==> src/design/qihp_pkg.sv <==
`timescale 1ns / 1ps
// ----------------------------------------------------------------------------
// qihp_pkg
// Shared types, codes and defaults of the QUIC Initial header parser.
// ----------------------------------------------------------------------------
package qihp_pkg;

  localparam int MaxPacketBytes = 4096;
  localparam int MaxCidBytes    = 20;

  localparam int CfgIdxW  = 2;
  localparam int CfgDataW = 32;
  localparam int OutDataW = 72;

  localparam logic [CfgIdxW-1:0] CFG_VERSION_ONE = 2'd0;
  localparam logic [CfgIdxW-1:0] CFG_VERSION_TWO = 2'd1;
  localparam logic [CfgIdxW-1:0] CFG_MIN_PAYLOAD = 2'd2;

  localparam logic [31:0] VERSION_ONE_RESET = 32'h0000_0001;
  localparam logic [31:0] VERSION_TWO_RESET = 32'h6b33_43cf;
  localparam logic [11:0] MIN_PAYLOAD_RESET = 12'd20;

  localparam int MinDcidBytes = 8;
  localparam int ShortPacket  = 6;

  localparam logic [3:0] CLS_HDR  = 4'd0;
  localparam logic [3:0] CLS_DLEN = 4'd1;
  localparam logic [3:0] CLS_DCID = 4'd2;
  localparam logic [3:0] CLS_SLEN = 4'd3;
  localparam logic [3:0] CLS_SCID = 4'd4;
  localparam logic [3:0] CLS_TVAR = 4'd5;
  localparam logic [3:0] CLS_TOK  = 4'd6;
  localparam logic [3:0] CLS_LVAR = 4'd7;
  localparam logic [3:0] CLS_REST = 4'd8;
  localparam logic [3:0] CLS_ERR  = 4'd9;

  typedef enum logic [1:0] {
    ST_OK          = 2'd0,
    ST_INVALID     = 2'd1,
    ST_TRUNCATED   = 2'd2,
    ST_UNSUPPORTED = 2'd3
  } status_e;

  typedef enum logic [9:0] {
    PH_HDR  = 10'b00_0000_0001,
    PH_DLEN = 10'b00_0000_0010,
    PH_DCID = 10'b00_0000_0100,
    PH_SLEN = 10'b00_0000_1000,
    PH_SCID = 10'b00_0001_0000,
    PH_TVAR = 10'b00_0010_0000,
    PH_TOK  = 10'b00_0100_0000,
    PH_LVAR = 10'b00_1000_0000,
    PH_REST = 10'b01_0000_0000,
    PH_ERR  = 10'b10_0000_0000
  } phase_e;

  typedef struct packed {
    logic       last;
    logic [7:0] data;
  } item_t;

  typedef struct packed {
    logic [3:0]  byte_class;
    logic        packet_done;
    status_e     status;
    logic        is_version_two;
    logic [4:0]  dcid_length;
    logic [4:0]  scid_length;
    logic [11:0] token_pos;
    logic [11:0] token_length;
    logic [11:0] payload_pos;
    logic [11:0] payload_length;
  } res_t;

  function automatic logic [3:0] phase_class(phase_e ph);
    logic [3:0] cls;
    case (ph)
      PH_HDR:  cls = CLS_HDR;
      PH_DLEN: cls = CLS_DLEN;
      PH_DCID: cls = CLS_DCID;
      PH_SLEN: cls = CLS_SLEN;
      PH_SCID: cls = CLS_SCID;
      PH_TVAR: cls = CLS_TVAR;
      PH_TOK:  cls = CLS_TOK;
      PH_LVAR: cls = CLS_LVAR;
      PH_REST: cls = CLS_REST;
      default: cls = CLS_ERR;
    endcase
    return cls;
  endfunction

endpackage

==> src/design/qihp_in_reg.sv <==
`timescale 1ns / 1ps
// ----------------------------------------------------------------------------
// qihp_in_reg
// Input register stage; takes a new byte when empty or whenever the parse stage moves on.
// ----------------------------------------------------------------------------
module qihp_in_reg (
  input  logic           clk_i,
  input  logic           rst_ni,
  input  logic           valid_i,
  output logic           ready_o,
  input  qihp_pkg::item_t item_i,
  output logic           valid_o,
  input  logic           advance_i,
  output qihp_pkg::item_t item_o
);

  logic            valid_q;
  qihp_pkg::item_t item_q;

  assign ready_o = !valid_q || advance_i;
  assign valid_o = valid_q;
  assign item_o  = item_q;

  always_ff @(posedge clk_i or negedge rst_ni) begin
    if (!rst_ni) begin
      valid_q <= 1'b0;
    end else if (ready_o) begin
      valid_q <= valid_i;
    end
  end

  always_ff @(posedge clk_i) begin
    if (ready_o && valid_i) begin
      item_q <= item_i;
    end
  end

endmodule

==> src/design/qihp_parse.sv <==
`timescale 1ns / 1ps
// ----------------------------------------------------------------------------
// qihp_parse
// Per-byte header state machine, configuration registers and result logic.
// ----------------------------------------------------------------------------
module qihp_parse #(
  parameter int MAX_PACKET_BYTES = qihp_pkg::MaxPacketBytes,
  parameter int MAX_CID_BYTES    = qihp_pkg::MaxCidBytes
) (
  input  logic                          clk_i,
  input  logic                          rst_ni,
  input  logic                          cfg_we_i,
  input  logic [qihp_pkg::CfgIdxW-1:0]  cfg_idx_i,
  input  logic [qihp_pkg::CfgDataW-1:0] cfg_data_i,
  input  logic                          fire_i,
  input  qihp_pkg::item_t               item_i,
  output qihp_pkg::res_t                result_o
);

  localparam int PosW = $clog2(MAX_PACKET_BYTES + 1);
  localparam int CidW = $clog2(MAX_CID_BYTES + 1);
  localparam int RemW = (PosW > CidW) ? PosW : CidW;

  logic [31:0] ver_one_q;
  logic [31:0] ver_two_q;
  logic [11:0] min_pay_q;

  logic [PosW-1:0]       pos_q, pos_d;
  qihp_pkg::phase_e      phase_q, phase_d;
  qihp_pkg::status_e     err_q, err_d;
  logic                  hdr_bad_q, hdr_bad_d;
  logic [1:0]            type_q, type_d;
  logic [31:0]           ver_q, ver_d;
  logic                  kind_q, kind_d;
  logic [CidW-1:0]       dcnt_q, dcnt_d;
  logic [CidW-1:0]       scnt_q, scnt_d;
  logic [RemW-1:0]       rem_q, rem_d;
  logic [PosW-1:0]       acc_q, acc_d;
  logic [2:0]            vleft_q, vleft_d;
  logic [11:0]           tok_start_q, tok_start_d;
  logic [11:0]           tok_size_q, tok_size_d;
  logic [11:0]           pay_start_q, pay_start_d;
  logic [PosW-1:0]       pay_size_q, pay_size_d;

  logic [PosW-1:0]   acc_n;
  logic [2:0]        vleft_n;
  logic              vdone;
  logic [PosW+7:0]   acc_wide;
  logic              fail_req;
  qihp_pkg::status_e fail_code;
  logic              hdr_end;
  logic [7:0]        b;
  logic [PosW-1:0]   pos_inc;
  qihp_pkg::status_e status;
  logic [3:0]        cls;

  always_ff @(posedge clk_i or negedge rst_ni) begin
    if (!rst_ni) begin
      ver_one_q <= qihp_pkg::VERSION_ONE_RESET;
      ver_two_q <= qihp_pkg::VERSION_TWO_RESET;
      min_pay_q <= qihp_pkg::MIN_PAYLOAD_RESET;
    end else if (cfg_we_i) begin
      case (cfg_idx_i)
        qihp_pkg::CFG_VERSION_ONE: ver_one_q <= cfg_data_i;
        qihp_pkg::CFG_VERSION_TWO: ver_two_q <= cfg_data_i;
        qihp_pkg::CFG_MIN_PAYLOAD: min_pay_q <= cfg_data_i[11:0];
        default: ;
      endcase
    end
  end

  // varint byte step
  always_comb begin
    acc_wide = {acc_q, 8'h00} | (PosW + 8)'(b);
    if (vleft_q == 3'd0) begin
      acc_n   = PosW'(b[5:0]);
      vleft_n = 3'((4'd1 << b[7:6]) - 4'd1);
    end else begin
      if (acc_wide > (PosW + 8)'(MAX_PACKET_BYTES)) begin
        acc_n = PosW'(MAX_PACKET_BYTES);
      end else begin
        acc_n = PosW'(acc_wide);
      end
      vleft_n = vleft_q - 3'd1;
    end
    vdone = (vleft_n == 3'd0);
  end

  assign b       = item_i.data;
  assign pos_inc = pos_q + 1'b1;

  always_comb begin
    pos_d       = pos_q;
    phase_d     = phase_q;
    err_d       = err_q;
    hdr_bad_d   = hdr_bad_q;
    type_d      = type_q;
    ver_d       = ver_q;
    kind_d      = kind_q;
    dcnt_d      = dcnt_q;
    scnt_d      = scnt_q;
    rem_d       = rem_q;
    acc_d       = acc_q;
    vleft_d     = vleft_q;
    tok_start_d = tok_start_q;
    tok_size_d  = tok_size_q;
    pay_start_d = pay_start_q;
    pay_size_d  = pay_size_q;
    fail_req    = 1'b0;
    fail_code   = qihp_pkg::ST_INVALID;
    hdr_end     = 1'b0;
    cls         = qihp_pkg::CLS_ERR;

    if (pos_q >= PosW'(MAX_PACKET_BYTES)) begin
      fail_req = 1'b1;
    end else begin
      cls   = qihp_pkg::phase_class(phase_q);
      pos_d = pos_inc;
      case (phase_q)
        qihp_pkg::PH_HDR: begin
          if (pos_q == '0) begin
            type_d = b[5:4];
            if (!b[7] || !b[6]) begin
              fail_req = 1'b1;
            end
          end else begin
            ver_d = {ver_q[23:0], b};
            if (pos_q == PosW'(4)) begin
              if (ver_d == ver_one_q) begin
                kind_d    = 1'b0;
                hdr_bad_d = (type_q != 2'd0);
                phase_d   = qihp_pkg::PH_DLEN;
              end else if (ver_d == ver_two_q) begin
                kind_d    = 1'b1;
                hdr_bad_d = (type_q != 2'd1);
                phase_d   = qihp_pkg::PH_DLEN;
              end else begin
                fail_req  = 1'b1;
                fail_code = qihp_pkg::ST_UNSUPPORTED;
              end
            end
          end
        end
        qihp_pkg::PH_DLEN: begin
          if ({1'b0, b} > 9'(MAX_CID_BYTES)) begin
            fail_req = 1'b1;
          end else begin
            dcnt_d  = CidW'(b);
            rem_d   = RemW'(b);
            phase_d = (b != 8'd0) ? qihp_pkg::PH_DCID : qihp_pkg::PH_SLEN;
          end
        end
        qihp_pkg::PH_DCID: begin
          rem_d = rem_q - 1'b1;
          if (rem_d == '0) begin
            phase_d = qihp_pkg::PH_SLEN;
          end
        end
        qihp_pkg::PH_SLEN: begin
          if ({1'b0, b} > 9'(MAX_CID_BYTES)) begin
            fail_req = 1'b1;
          end else begin
            scnt_d = CidW'(b);
            rem_d  = RemW'(b);
            if (b != 8'd0) begin
              phase_d = qihp_pkg::PH_SCID;
            end else begin
              hdr_end = 1'b1;
            end
          end
        end
        qihp_pkg::PH_SCID: begin
          rem_d = rem_q - 1'b1;
          if (rem_d == '0) begin
            hdr_end = 1'b1;
          end
        end
        qihp_pkg::PH_TVAR: begin
          acc_d   = acc_n;
          vleft_d = vleft_n;
          if (vdone) begin
            tok_start_d = 12'({1'b0, pos_inc});
            tok_size_d  = 12'({1'b0, acc_n});
            rem_d       = RemW'(acc_n);
            vleft_d     = 3'd0;
            phase_d     = (acc_n != '0) ? qihp_pkg::PH_TOK : qihp_pkg::PH_LVAR;
          end
        end
        qihp_pkg::PH_TOK: begin
          rem_d = rem_q - 1'b1;
          if (rem_d == '0) begin
            vleft_d = 3'd0;
            phase_d = qihp_pkg::PH_LVAR;
          end
        end
        qihp_pkg::PH_LVAR: begin
          acc_d   = acc_n;
          vleft_d = vleft_n;
          if (vdone) begin
            pay_start_d = 12'({1'b0, pos_inc});
            pay_size_d  = acc_n;
            rem_d       = RemW'(acc_n);
            phase_d     = qihp_pkg::PH_REST;
          end
        end
        qihp_pkg::PH_REST: begin
          if (rem_q != '0) begin
            rem_d = rem_q - 1'b1;
          end
        end
        default: begin
          cls     = qihp_pkg::CLS_ERR;
          phase_d = qihp_pkg::PH_ERR;
        end
      endcase
    end

    // header complete after the source cid
    if (hdr_end) begin
      if (hdr_bad_q || (dcnt_q < CidW'(qihp_pkg::MinDcidBytes))) begin
        fail_req = 1'b1;
      end else begin
        phase_d = qihp_pkg::PH_TVAR;
        vleft_d = 3'd0;
      end
    end

    if (fail_req) begin
      if (err_q == qihp_pkg::ST_OK) begin
        err_d = fail_code;
      end
      phase_d = qihp_pkg::PH_ERR;
    end
  end

  always_comb begin
    status = qihp_pkg::ST_OK;
    if (pos_q < PosW'(qihp_pkg::ShortPacket)) begin
      status = qihp_pkg::ST_TRUNCATED;
    end else if (err_d != qihp_pkg::ST_OK) begin
      status = err_d;
    end else begin
      case (phase_d)
        qihp_pkg::PH_DCID, qihp_pkg::PH_SCID: status = qihp_pkg::ST_INVALID;
        qihp_pkg::PH_SLEN, qihp_pkg::PH_TOK:  status = qihp_pkg::ST_TRUNCATED;
        qihp_pkg::PH_TVAR, qihp_pkg::PH_LVAR: begin
          status = (vleft_d == 3'd0) ? qihp_pkg::ST_INVALID : qihp_pkg::ST_TRUNCATED;
        end
        qihp_pkg::PH_REST: begin
          if (rem_d != '0) begin
            status = qihp_pkg::ST_TRUNCATED;
          end else if (32'(pay_size_d) < 32'(min_pay_q)) begin
            status = qihp_pkg::ST_INVALID;
          end else begin
            status = qihp_pkg::ST_OK;
          end
        end
        default: status = qihp_pkg::ST_INVALID;
      endcase
    end
  end

  always_comb begin
    result_o                = '0;
    result_o.byte_class     = cls;
    result_o.packet_done    = item_i.last;
    if (item_i.last) begin
      result_o.status = status;
      if (status == qihp_pkg::ST_OK) begin
        result_o.is_version_two = kind_d;
        result_o.dcid_length    = 5'(dcnt_d);
        result_o.scid_length    = 5'(scnt_d);
        result_o.token_pos      = tok_start_d;
        result_o.token_length   = tok_size_d;
        result_o.payload_pos    = pay_start_d;
        result_o.payload_length = 12'({1'b0, pay_size_d});
      end
    end
  end

  always_ff @(posedge clk_i or negedge rst_ni) begin
    if (!rst_ni) begin
      pos_q       <= '0;
      phase_q     <= qihp_pkg::PH_HDR;
      err_q       <= qihp_pkg::ST_OK;
      hdr_bad_q   <= 1'b0;
      type_q      <= '0;
      ver_q       <= '0;
      kind_q      <= 1'b0;
      dcnt_q      <= '0;
      scnt_q      <= '0;
      rem_q       <= '0;
      acc_q       <= '0;
      vleft_q     <= '0;
      tok_start_q <= '0;
      tok_size_q  <= '0;
      pay_start_q <= '0;
      pay_size_q  <= '0;
    end else if (fire_i) begin
      if (item_i.last) begin
        pos_q       <= '0;
        phase_q     <= qihp_pkg::PH_HDR;
        err_q       <= qihp_pkg::ST_OK;
        hdr_bad_q   <= 1'b0;
        type_q      <= '0;
        ver_q       <= '0;
        kind_q      <= 1'b0;
        dcnt_q      <= '0;
        scnt_q      <= '0;
        rem_q       <= '0;
        acc_q       <= '0;
        vleft_q     <= '0;
        tok_start_q <= '0;
        tok_size_q  <= '0;
        pay_start_q <= '0;
        pay_size_q  <= '0;
      end else begin
        pos_q       <= pos_d;
        phase_q     <= phase_d;
        err_q       <= err_d;
        hdr_bad_q   <= hdr_bad_d;
        type_q      <= type_d;
        ver_q       <= ver_d;
        kind_q      <= kind_d;
        dcnt_q      <= dcnt_d;
        scnt_q      <= scnt_d;
        rem_q       <= rem_d;
        acc_q       <= acc_d;
        vleft_q     <= vleft_d;
        tok_start_q <= tok_start_d;
        tok_size_q  <= tok_size_d;
        pay_start_q <= pay_start_d;
        pay_size_q  <= pay_size_d;
      end
    end
  end

endmodule

==> src/design/qihp_out_reg.sv <==
`timescale 1ns / 1ps
// ----------------------------------------------------------------------------
// qihp_out_reg
// Result register; holds one tagged byte result until the sink takes it.
// ----------------------------------------------------------------------------
module qihp_out_reg (
  input  logic           clk_i,
  input  logic           rst_ni,
  input  logic           valid_i,
  output logic           advance_o,
  input  qihp_pkg::res_t result_i,
  output logic           valid_o,
  input  logic           ready_i,
  output qihp_pkg::res_t result_o
);

  logic           valid_q;
  qihp_pkg::res_t result_q;

  assign advance_o = !valid_q || ready_i;
  assign valid_o   = valid_q;
  assign result_o  = result_q;

  always_ff @(posedge clk_i or negedge rst_ni) begin
    if (!rst_ni) begin
      valid_q <= 1'b0;
    end else if (advance_o) begin
      valid_q <= valid_i;
    end
  end

  always_ff @(posedge clk_i) begin
    if (advance_o && valid_i) begin
      result_q <= result_i;
    end
  end

endmodule

==> src/design/quic_initial_header_parser.sv <==
`timescale 1ns / 1ps
// ----------------------------------------------------------------------------
// quic_initial_header_parser
// Tags each datagram byte with its QUIC Initial long-header field and reports
// a status and the field offsets and lengths on the last byte.
// ----------------------------------------------------------------------------
// One byte can be taken every clock cycle and its result is offered on the
// result port once it has passed the input register, the per-byte phase and
// counter update and the result register; back pressure on the result
// side stalls the input only when both registers are full. Every result
// carries the byte class; status and summary fields are set only on the
// result flagged by tlast and are zero unless the status is ok. Configuration
// writes take effect on the next clock edge and belong between datagrams
// while the pipeline is empty.
module quic_initial_header_parser #(
  parameter int MAX_PACKET_BYTES = qihp_pkg::MaxPacketBytes,
  parameter int MAX_CID_BYTES    = qihp_pkg::MaxCidBytes
) (
  input  logic                           clk_i,
  input  logic                           rst_ni,
  input  logic                           s_axis_tvalid_i,
  output logic                           s_axis_tready_o,
  input  logic [7:0]                     s_axis_tdata_i,  // data_byte
  input  logic                           s_axis_tlast_i,
  output logic                           m_axis_tvalid_o,
  input  logic                           m_axis_tready_i,
  // byte_class, status, is_version_two, dcid_length, scid_length, token start,
  // token_length, payload start, payload_length, zero fill
  output logic [qihp_pkg::OutDataW-1:0]  m_axis_tdata_o,
  output logic                           m_axis_tlast_o,
  input  logic                           cfg_we_i,
  input  logic [qihp_pkg::CfgIdxW-1:0]   cfg_idx_i,
  input  logic [qihp_pkg::CfgDataW-1:0]  cfg_data_i
);

  qihp_pkg::item_t in_item;
  qihp_pkg::item_t s1_item;
  qihp_pkg::res_t  s1_result;
  qihp_pkg::res_t  out_result;
  logic            s1_valid;
  logic            advance;

  assign in_item.data = s_axis_tdata_i;
  assign in_item.last = s_axis_tlast_i;

  qihp_in_reg u_in_reg (
    .clk_i     (clk_i),
    .rst_ni    (rst_ni),
    .valid_i   (s_axis_tvalid_i),
    .ready_o   (s_axis_tready_o),
    .item_i    (in_item),
    .valid_o   (s1_valid),
    .advance_i (advance),
    .item_o    (s1_item)
  );

  qihp_parse #(
    .MAX_PACKET_BYTES (MAX_PACKET_BYTES),
    .MAX_CID_BYTES    (MAX_CID_BYTES)
  ) u_parse (
    .clk_i      (clk_i),
    .rst_ni     (rst_ni),
    .cfg_we_i   (cfg_we_i),
    .cfg_idx_i  (cfg_idx_i),
    .cfg_data_i (cfg_data_i),
    .fire_i     (s1_valid && advance),
    .item_i     (s1_item),
    .result_o   (s1_result)
  );

  qihp_out_reg u_out_reg (
    .clk_i     (clk_i),
    .rst_ni    (rst_ni),
    .valid_i   (s1_valid),
    .advance_o (advance),
    .result_i  (s1_result),
    .valid_o   (m_axis_tvalid_o),
    .ready_i   (m_axis_tready_i),
    .result_o  (out_result)
  );

  assign m_axis_tlast_o = out_result.packet_done;
  assign m_axis_tdata_o = {7'b0,
                           out_result.payload_length,
                           out_result.payload_pos,
                           out_result.token_length,
                           out_result.token_pos,
                           out_result.scid_length,
                           out_result.dcid_length,
                           out_result.is_version_two,
                           out_result.status,
                           out_result.byte_class};

endmodule

==> config.mk <==
export PLATFORM = sky130hd
export DESIGN_NAME = quic_initial_header_parser
export DESIGN_NICKNAME = d
export VERILOG_FILES = /design/src/design/qihp_pkg.sv /design/src/design/qihp_in_reg.sv /design/src/design/qihp_parse.sv /design/src/design/qihp_out_reg.sv /design/src/design/quic_initial_header_parser.sv
export SDC_FILE = /design/constraint.sdc
export NUM_CORES = 1
export LEC_CHECK = 0
export BUFFER_PORTS_ARGS = -buffer_cell sky130_fd_sc_hd__buf_4
export CORE_MARGIN = 2
export CORE_UTILIZATION = 45
export CTS_CLUSTER_DIAMETER = 150
export CTS_CLUSTER_SIZE = 14
export DETAILED_ROUTE_END_ITERATION = 7
export GPL_TIMING_DRIVEN = 0
export PLACE_DENSITY = 0.6
export SLEW_MARGIN = 20
export SYNTH_ARGS = -nofsm -noshare
export SYNTH_HDL_FRONTEND = slang
export SYNTH_SLANG_ARGS = --single-unit
==> constraint.sdc <==
create_clock -name clk_i -period 7.3 [get_ports clk_i]
set_clock_uncertainty 0.15 [all_clocks]
set_input_delay 0.73 -clock clk_i [delete_from_list [all_inputs] [get_ports clk_i]]
set_output_delay 0.73 -clock clk_i [all_outputs]
set_load 0.02 [all_outputs]
# After elaboration in Yosys (flattened, before gate mapping)
# Cells that the tools add are included.
[op_classes]
addsub = 4
order_cmp = 6
n_eq_ne = 22
shifts = 1
muxes = 117
n_bitwise = 2
n_reduce_logical = 46
[ops]
columns = ["operator", "n"]
rows = [
  ["2-to-1 mux 13 bit", 16],
  ["2-to-1 mux 10 bit", 16],
  ["2-to-1 mux 12 bit", 12],
  ["2-to-1 mux 24 bit", 4],
  ["one-hot mux 10 bit (8 select lines)", 1],
  ["equality test 32 bit", 2],
  ["one-hot mux 13 bit (4 select lines)", 1],
  ["2-to-1 mux 5 bit", 8],
  ["nonzero test 13 bit", 3],
  ["2-to-1 mux 2 bit", 17],
  ["one-hot mux 4 bit (8 select lines)", 1],
  ["2-to-1 mux 1 bit", 28],
  ["logical NOT 13 bit", 2],
  ["> comparator 21 x 13 -> 1 bit, second input constant", 1],
  ["2-to-1 mux 3 bit", 7],
  ["bitwise OR 21 x 8 -> 21 bit", 1],
  ["equality test 10 x 4 -> 1 bit, second input constant", 2],
  ["equality test 10 x 6 -> 1 bit, second input constant", 2],
  ["equality test 10 x 7 -> 1 bit, second input constant", 2],
  ["equality test 10 x 8 -> 1 bit, second input constant", 2],
  ["equality test 10 x 9 -> 1 bit, second input constant", 2],
  ["adder 13 x 1 -> 13 bit, second input constant", 1],
  ["equality test 13 x 3 -> 1 bit, second input constant", 1],
  ["greater-or-equal comparator 13 bit, second input constant", 1],
  ["36 further kinds", 65],
]
[word_totals]
register_bits = 294
out_inout_bits = 75
word_cells = 231

# Depth between registers and ports, before layout
[depth]
ltp_word = 19
mapped_depth = 24
depth_no_buf = 19

# By module
# Synthesis repeated with hierarchy kept, for this count alone.
[hier_totals]
hier_cells = 1439
hier_area_um2 = 15424.8
[by_module_without_submodules]
columns = ["mod", "instances", "cells_each", "area_per_inst_um2", "seq_area_each_um2"]
rows = [
  ["qihp_parse", 1, 1347, 13002.5, 5457.7],
  ["qihp_out_reg", 1, 70, 2035.7, 2006.9],
  ["qihp_in_reg", 1, 13, 324.1, 295.3],
  ["quic_initial_header_parser", 1, 9, 62.6, 0.0],
]

# Least setup slack after synthesis
# Ideal clock, no wire load.
[synth_path]
kind = "reg2reg"
startpoint = "reg u_in_reg.item_q (netlist bit u_in_reg.item_o[6])"
endpoint = "reg u_out_reg.result_q (netlist bit u_out_reg.result_o[10]) (data pin)"
arrival_ps = 4031
setup_slack_ps = 2861
stages_incl_launch_ff = 22
period_less_slack_ps = 4439
cell_sequence = "edfxtp_1 -> clkbuf_1 -> nor2_1 -> a21oi_1 -> ha_1 -> nand2_1 -> a21oi_1 -> nor2_1 -> or3_1 -> clkbuf_1 -> clkbuf_1 -> o21ai_0 -> ha_1 -> a21o_1 -> a21oi_1 -> o2111ai_1 -> a21oi_1 -> o2111a_1 -> nand4b_4 -> buf_6 -> buf_6 -> nor3_2"
[synth_via]
elab_cells_between_ends = 84
cone_classes = "add/sub (1); order compare (3); eq/ne (7); shift (1); mux (59); bitwise (1); reduce/logical (12)"
[synth_rtl]
columns = ["element", "line", "source"]
rows = [
  ["start, declared", "qihp_in_reg.sv:18", "qihp_pkg::item_t item_q;"],
  ["start signal, assigned", "qihp_in_reg.sv:34", "item_q <= item_i;"],
  ["bitwise OR 21 x 8 -> 21 bit / left shift 1 x 2 -> 3 bit (equally long branches)", "qihp_parse.sv:74, qihp_parse.sv:77", ""],
  ["> comparator 21 x 13 -> 1 bit / subtractor 3 x 1 -> 3 bit (equally long branches)", "qihp_parse.sv:79, qihp_parse.sv:77", ""],
  ["2-to-1 mux 13 bit / 2-to-1 mux 3 bit (equally long branches)", "qihp_parse.sv:79, qihp_parse.sv:75", ""],
  ["2-to-1 mux 13 bit / logical NOT 3 bit (equally long branches)", "qihp_parse.sv:75, qihp_parse.sv:86", ""],
  ["2-to-1 mux 13 bit (*)", "qihp_parse.sv:199", "if (vdone) begin"],
  ["2-to-1 mux 13 bit (*)", "qihp_parse.sv:119", "case (phase_q)"],
  ["2-to-1 mux 13 bit (*)", "qihp_parse.sv:114", "if (pos_q >= PosW'(MAX_PACKET_BYTES)) begin"],
  ["net u_parse.pay_size_d[3]", "qihp_parse.sv:43", "logic [PosW-1:0] pay_size_q, pay_size_d;"],
  ["less-than comparator 13 x 12 -> 1 bit (*)", "qihp_parse.sv:252", "end else if (32'(pay_size_d) < 32'(min_pay_q)) begin"],
  ["2-to-1 mux 1 bit (*)", "qihp_parse.sv:252", ""],
  ["2-to-1 mux 2 bit (*)", "qihp_parse.sv:250", "if (rem_d != '0) begin"],
  ["one-hot mux 2 bit (3 select lines) (*)", "qihp_parse.sv:243", "case (phase_d)"],
  ["2-to-1 mux 2 bit (*)", "qihp_parse.sv:240", "end else if (err_d != qihp_pkg::ST_OK) begin"],
  ["2-to-1 mux 2 bit (*)", "qihp_parse.sv:238", "if (pos_q < PosW'(qihp_pkg::ShortPacket)) begin"],
  ["logical NOT 2 bit (*)", "qihp_parse.sv:269", "if (status == qihp_pkg::ST_OK) begin"],
  ["AND reduction 2 bit (no line) (*)", "n/a", ""],
  ["end signal, assigned", "qihp_out_reg.sv:34", "result_q <= result_i;"],
  ["end, declared", "qihp_out_reg.sv:18", "qihp_pkg::res_t result_q;"],
]
# The timed path passes the listed nets; every way through them passes the cells marked *.
# A chain may end at the register's enable or synchronous reset.

# Worst setup path after layout
[layout_path]
startpoint = "reg u_in_reg.item_q (netlist bit u_in_reg.item_o[6])"
endpoint = "reg u_out_reg.result_q (netlist bit u_out_reg.result_o[9]) (data pin)"
# Same word-level chain as after synthesis.

==> flow_summary.rst <==
.. list-table::
   :header-rows: 1

   * - Metric
     - Value
   * - Number of enable flip-flop cells after synthesis
     - 75
   * - Tightest hold margin
     - 196 ps
   * - Detailed-route vias per instance
     - 5.98
   * - Most common flop cell mapped by yosys
     - dfrtp_1
   * - Number of gates resized after CTS
     - 0
   * - Global route overflow
     - 0
   * - Switching part of the total power
     - between 20% and 30%
   * - Clock share of power
     - between 30% and 40%
   * - Cell count after synthesis
     - ~1500
   * - Filler Cells Inserted
     - roughly 3100
   * - Req. time, crit path
     - 7430 ps
   * - Setup repair after global routing missed its margin
     - no
   * - Stage delay of the slowest cell on the critical path
     - 600 ps
   * - Port-buffer cells
     - ~120
   * - Clock sinks
     - between 200 and 300
   * - Synth Area in XOR/XNOR
     - 4.91%
   * - Number of hold violations in the final report
     - 0
   * - Level count of the clock H-tree
     - 1
   * - Most common cell after layout, fill and taps aside
     - dfrtp_1
   * - Async S/R FF share, synth
     - 74.5%
   * - Cell-internal power
     - 2.79 mW
   * - Largest driver fanout on the critical path
     - 10
   * - Cell at the slowest stage of the critical path
     - clkbuf_1
   * - Comb power frac
     - 18.4%
   * - Power density over the cells
     - approximately 220 nW/um2
   * - Pre-CTS worst setup slack
     - 1200 ps
   * - Outcome
     - finished, final reports clean
   * - Placed Area
     - between 15000 and 20000 um2
   * - Post-synth design cell area
     - roughly 15000 um2
   * - Non-Filler Cell Area, Final
     - 17600 um2
   * - Mean instance size in the synthesized netlist
     - ~10 um2
   * - Most used cells in the layout excluding fill and tap cells
     - dfrtp_1 (197), nand2_1 (188), o21ai_0 (126), buf_4 (126), clkbuf_1 (92)
   * - Cell chain of the critical path
     - clkbuf_1 > nor2_1 > a21oi_1 > ha_1 > inv_1 > and4_1 > nor2_1 > or3_1 > clkbuf_1 > clkbuf_1 > o21ai_0 > ha_1 > a21o_1 > a21oi_1 > o2111ai_1 > a21oi_1 > o2111a_1 > nand4b_4 > buf_6 > buf_6 > nor3_2
   * - Via count
     - 12500
   * - Max-Cap Viols
     - 0
   * - Leak pwr
     - a little over 7 nW
   * - Total setup buffers inserted after CTS
     - 0
   * - Relative slew slack
     - 33.9%
   * - Routed wire length
     - 46900 um
   * - Layout area overhead
     - 14.9%
   * - Final Slew Violations
     - 0
   * - Fraction of the mapped netlist area in compound gates
     - between 10% and 20%
   * - Seq/Total Area, Yosys
     - around 50%
   * - Sequential share of power
     - about half
   * - Total setup violations reported at the end of the flow
     - 0
   * - Core footprint
     - between 30000 and 40000 um2
   * - First-pass GRT wire length
     - roughly 72000 um
   * - Sort of element at the start of the critical path
     - flop
   * - Buffers plus inverters on the worst setup path
     - 6
   * - Final critical delay including setup and external delays
     - 6290 ps
   * - Post-route antenna net violation count
     - 0
   * - DR iter-0 viols
     - between 1000 and 1500
   * - Pin count of the biggest net entering global routing
     - 66
   * - DPL Wire Length
     - ~35000 um
   * - Number of cell rows
     - 67
   * - Switching component of the power
     - 1.16 mW
   * - Post-synthesis mux area share
     - approximately 6.3%
   * - Initial core utilization
     - 45.8%
   * - Die area
     - about 36000 um2
   * - Count of synthesis-stage warnings from yosys
     - 0
   * - Clock insertion delay at the later pin of the skew report
     - ~550 ps
   * - Routed wirelength normalized by instance count
     - approximately 22 um
   * - Distinct cell type count of the synthesized netlist
     - 80
   * - Number of antenna violations at the first check in global routing
     - 1
   * - Combinational family with the most area after synthesis
     - simple AND/OR/NAND/NOR gates
   * - Die outline width
     - around 190 um
   * - Start-to-end type of the worst setup path
     - reg2reg
   * - Detailed-route DRC error count
     - 0
   * - Max Buffers Root-to-Sink
     - 3
   * - Diodes inserted
     - 0
   * - Slack of the critical path
     - 1010 ps
   * - Nets@finish
     - ~1700
   * - Share of cells above drive strength 1
     - about a fifth
   * - Hold Path Class
     - in2reg
   * - Register bit count reported by yosys
     - around 290
   * - Number of optimization iterations in the first detailed-route pass
     - 5
   * - Number of hold buffers added after CTS
     - 1
   * - Transition time of the tightest slew-check pin
     - between 900 and 1000 ps
   * - Overall Global Routing Usage
     - between 20% and 30%
   * - Setup crit end kind
     - flop
   * - Simple-gate share of the synthesized area
     - between 15 and 20%
   * - Adder-cell share of the synthesized area
     - 1.39%
   * - Endpoint arrival time on the critical path
     - 6420 ps
   * - Boundary Pins
     - between 100 and 150
   * - Via count of the first global-routing pass
     - 11800
   * - TritonCTS buffer count
     - 24
   * - Routability congestion estimate from global placement
     - approximately 0.97
   * - Achievable frequency
     - ~160 MHz
   * - TritonCTS clock tree
     - built
   * - Cell family with most CP delay
     - buffers and inverters
   * - Vert. Die Dim
     - 189 um
   * - Fraction of the core area covered by cells at the end of the flow
     - a little over half
   * - Peak supply drop
     - around 0.00022 V
   * - Sum of negative setup slack
     - 0 ps
   * - Library cell used as clock root buffer
     - clkbuf_16
   * - Share of the clock period used by the worst path after layout
     - between 80% and 90%
   * - Clock transition at the registers of the reported paths
     - approximately 90 ps
## power groups by stage
stage                     logic, mW  clock network, mW  registers [mW]
final                         0.725               1.24            1.98
after CTS                     0.723               1.27            1.98
after detailed placement      0.719                  0            2.01
after global placement        0.703                  0            2.01
after floorplan               0.430                  0            2.01
after global routing          0.787               1.32            2.00
## path summary, 6_finish.rpt
| kind | from | end | slack (ps) | cells after the start |
|---|---|---|---|---|
| max in group asynchronous | rst_ni | u_parse.tok_start_q[10] | 5530 | 4 |
| worst max-delay path | u_in_reg.item_o[6] | u_out_reg.result_o[9] | 1010 | 21 |
| worst max register to register | u_in_reg.item_o[6] | u_out_reg.result_o[9] | 1010 | 21 |
| worst min-delay path | s_axis_tdata_i[6] | u_in_reg.item_o[6] | 200 | 1 |
| min in group asynchronous | rst_ni | u_parse.vleft_q[0] | 530 | 2 |
| worst min register to register | u_parse.acc_q[10] | u_parse.acc_q[10] | 330 | 2 |
## sequential cells by signal, summed over array words and instances, names as in the netlist, 3 cells and up
name                 count
u_parse.pay_size_q      13
u_in_reg.item_o          9
u_parse.acc_q           13
u_parse.ver_two_q       32
u_parse.vleft_q          3
u_parse.rem_q           13
u_parse.phase_q         10
u_parse.tok_size_q      12
u_parse.ver_one_q       32
u_parse.scnt_q           5
u_out_reg.result_o      66
u_parse.pos_q           13
u_parse.ver_q           24
u_parse.min_pay_q       12
u_parse.pay_start_q     12
u_parse.tok_start_q     12
u_parse.dcnt_q           5
## layer usage
| metal | GRT usage [%] | vias up | routed length [um] |
|---|---|---|---|
| li1 | - | 5719 | - |
| met1 | 37.8 | 6150 | 20800 |
| met2 | 40.7 | 529 | 21000 |
| met3 | 4.43 | 90 | 3510 |
| met4 | 8.20 | 0 | 1570 |
| met5 | 0 | - | 0 |
## synth_stat cells (5+ instances only)
cell type / instances / area [um2]
nor2_1: 73 / 274
a2111oi_2: 11 / 165
and2_1: 6 / 37.5
and4_1: 6 / 52.6
buf_2: 8 / 40.0
o21ai_1: 5 / 25.0
dfstp_2: 22 / 578
nand4b_1: 5 / 43.8
nand4_1: 17 / 106
edfxtp_1: 75 / 2250
nor3_2: 10 / 100
a21boi_0: 7 / 52.6
xnor2_1: 38 / 333
a22o_1: 77 / 674
nand3b_1: 5 / 37.5
mux2i_1: 10 / 100
xor2_1: 48 / 420
nor4_2: 9 / 113
a22oi_1: 18 / 135
nand3_1: 19 / 95.1
nand2b_1: 8 / 50.1
o21ai_0: 126 / 631
a31oi_1: 9 / 56.3
or3_1: 7 / 43.8
or2_2: 6 / 37.5
buf_4: 12 / 90.1
inv_1: 28 / 105
nor3_1: 46 / 230
o22ai_1: 9 / 56.3
buf_1: 5 / 18.8
a21o_1: 8 / 60.1
nor4_1: 35 / 219
nand2_1: 188 / 706
a21oi_1: 43 / 215
ha_1: 17 / 213
mux2_2: 77 / 867
nor2b_1: 9 / 56.3
or4_1: 12 / 90.1
dfrtp_1: 197 / 4930
clkbuf_1: 75 / 282
o31ai_1: 9 / 67.6
nor4b_1: 5 / 43.8
## per-stage QoR
step | instances | power [mW]
after floorplan | 1476 | 2.44
after detailed placement | 2044 | 2.73
after global routing | 2088 | 4.10
after CTS | 2088 | 3.97
final | 2088 | 3.94
after global placement | 2039 | 2.71
## kinds of logic after synthesis
logic type,after synthesis
adders and majority gates,17
muxes,87
DFF,294
other,1
buffers and inverters,134
AOI/OAI and AO/OA,366
xor gates and xnor gates,86
and+or+nand+nor,485
## worst register-to-register path, stage by stage (launching register included)
cell       delay (ps)
edfxtp_1          330
clkbuf_1          600
nor2_1            310
a21oi_1           370
ha_1              270
inv_1              70
and4_1            200
nor2_1            430
or3_1             190
clkbuf_1          250
clkbuf_1          400
o21ai_0           370
ha_1              410
a21o_1            180
a21oi_1           220
o2111ai_1         160
a21oi_1           160
o2111a_1          230
nand4b_4          230
buf_6             210
buf_6             190
nor3_2             90
## area by class of cell
type	count	area, um2	area share [%]
Sequential cell	294	7760	44.0
Multi-Input combinational cell	1048	7030	39.9
Timing Repair Buffer	121	996	5.65
Clock buffer	43	693	3.93
Tap cell	448	561	3.18
Buffer	104	479	2.72
Inverter	30	113	0.639
No activity file was read; power rests on OpenSTA's default activity.
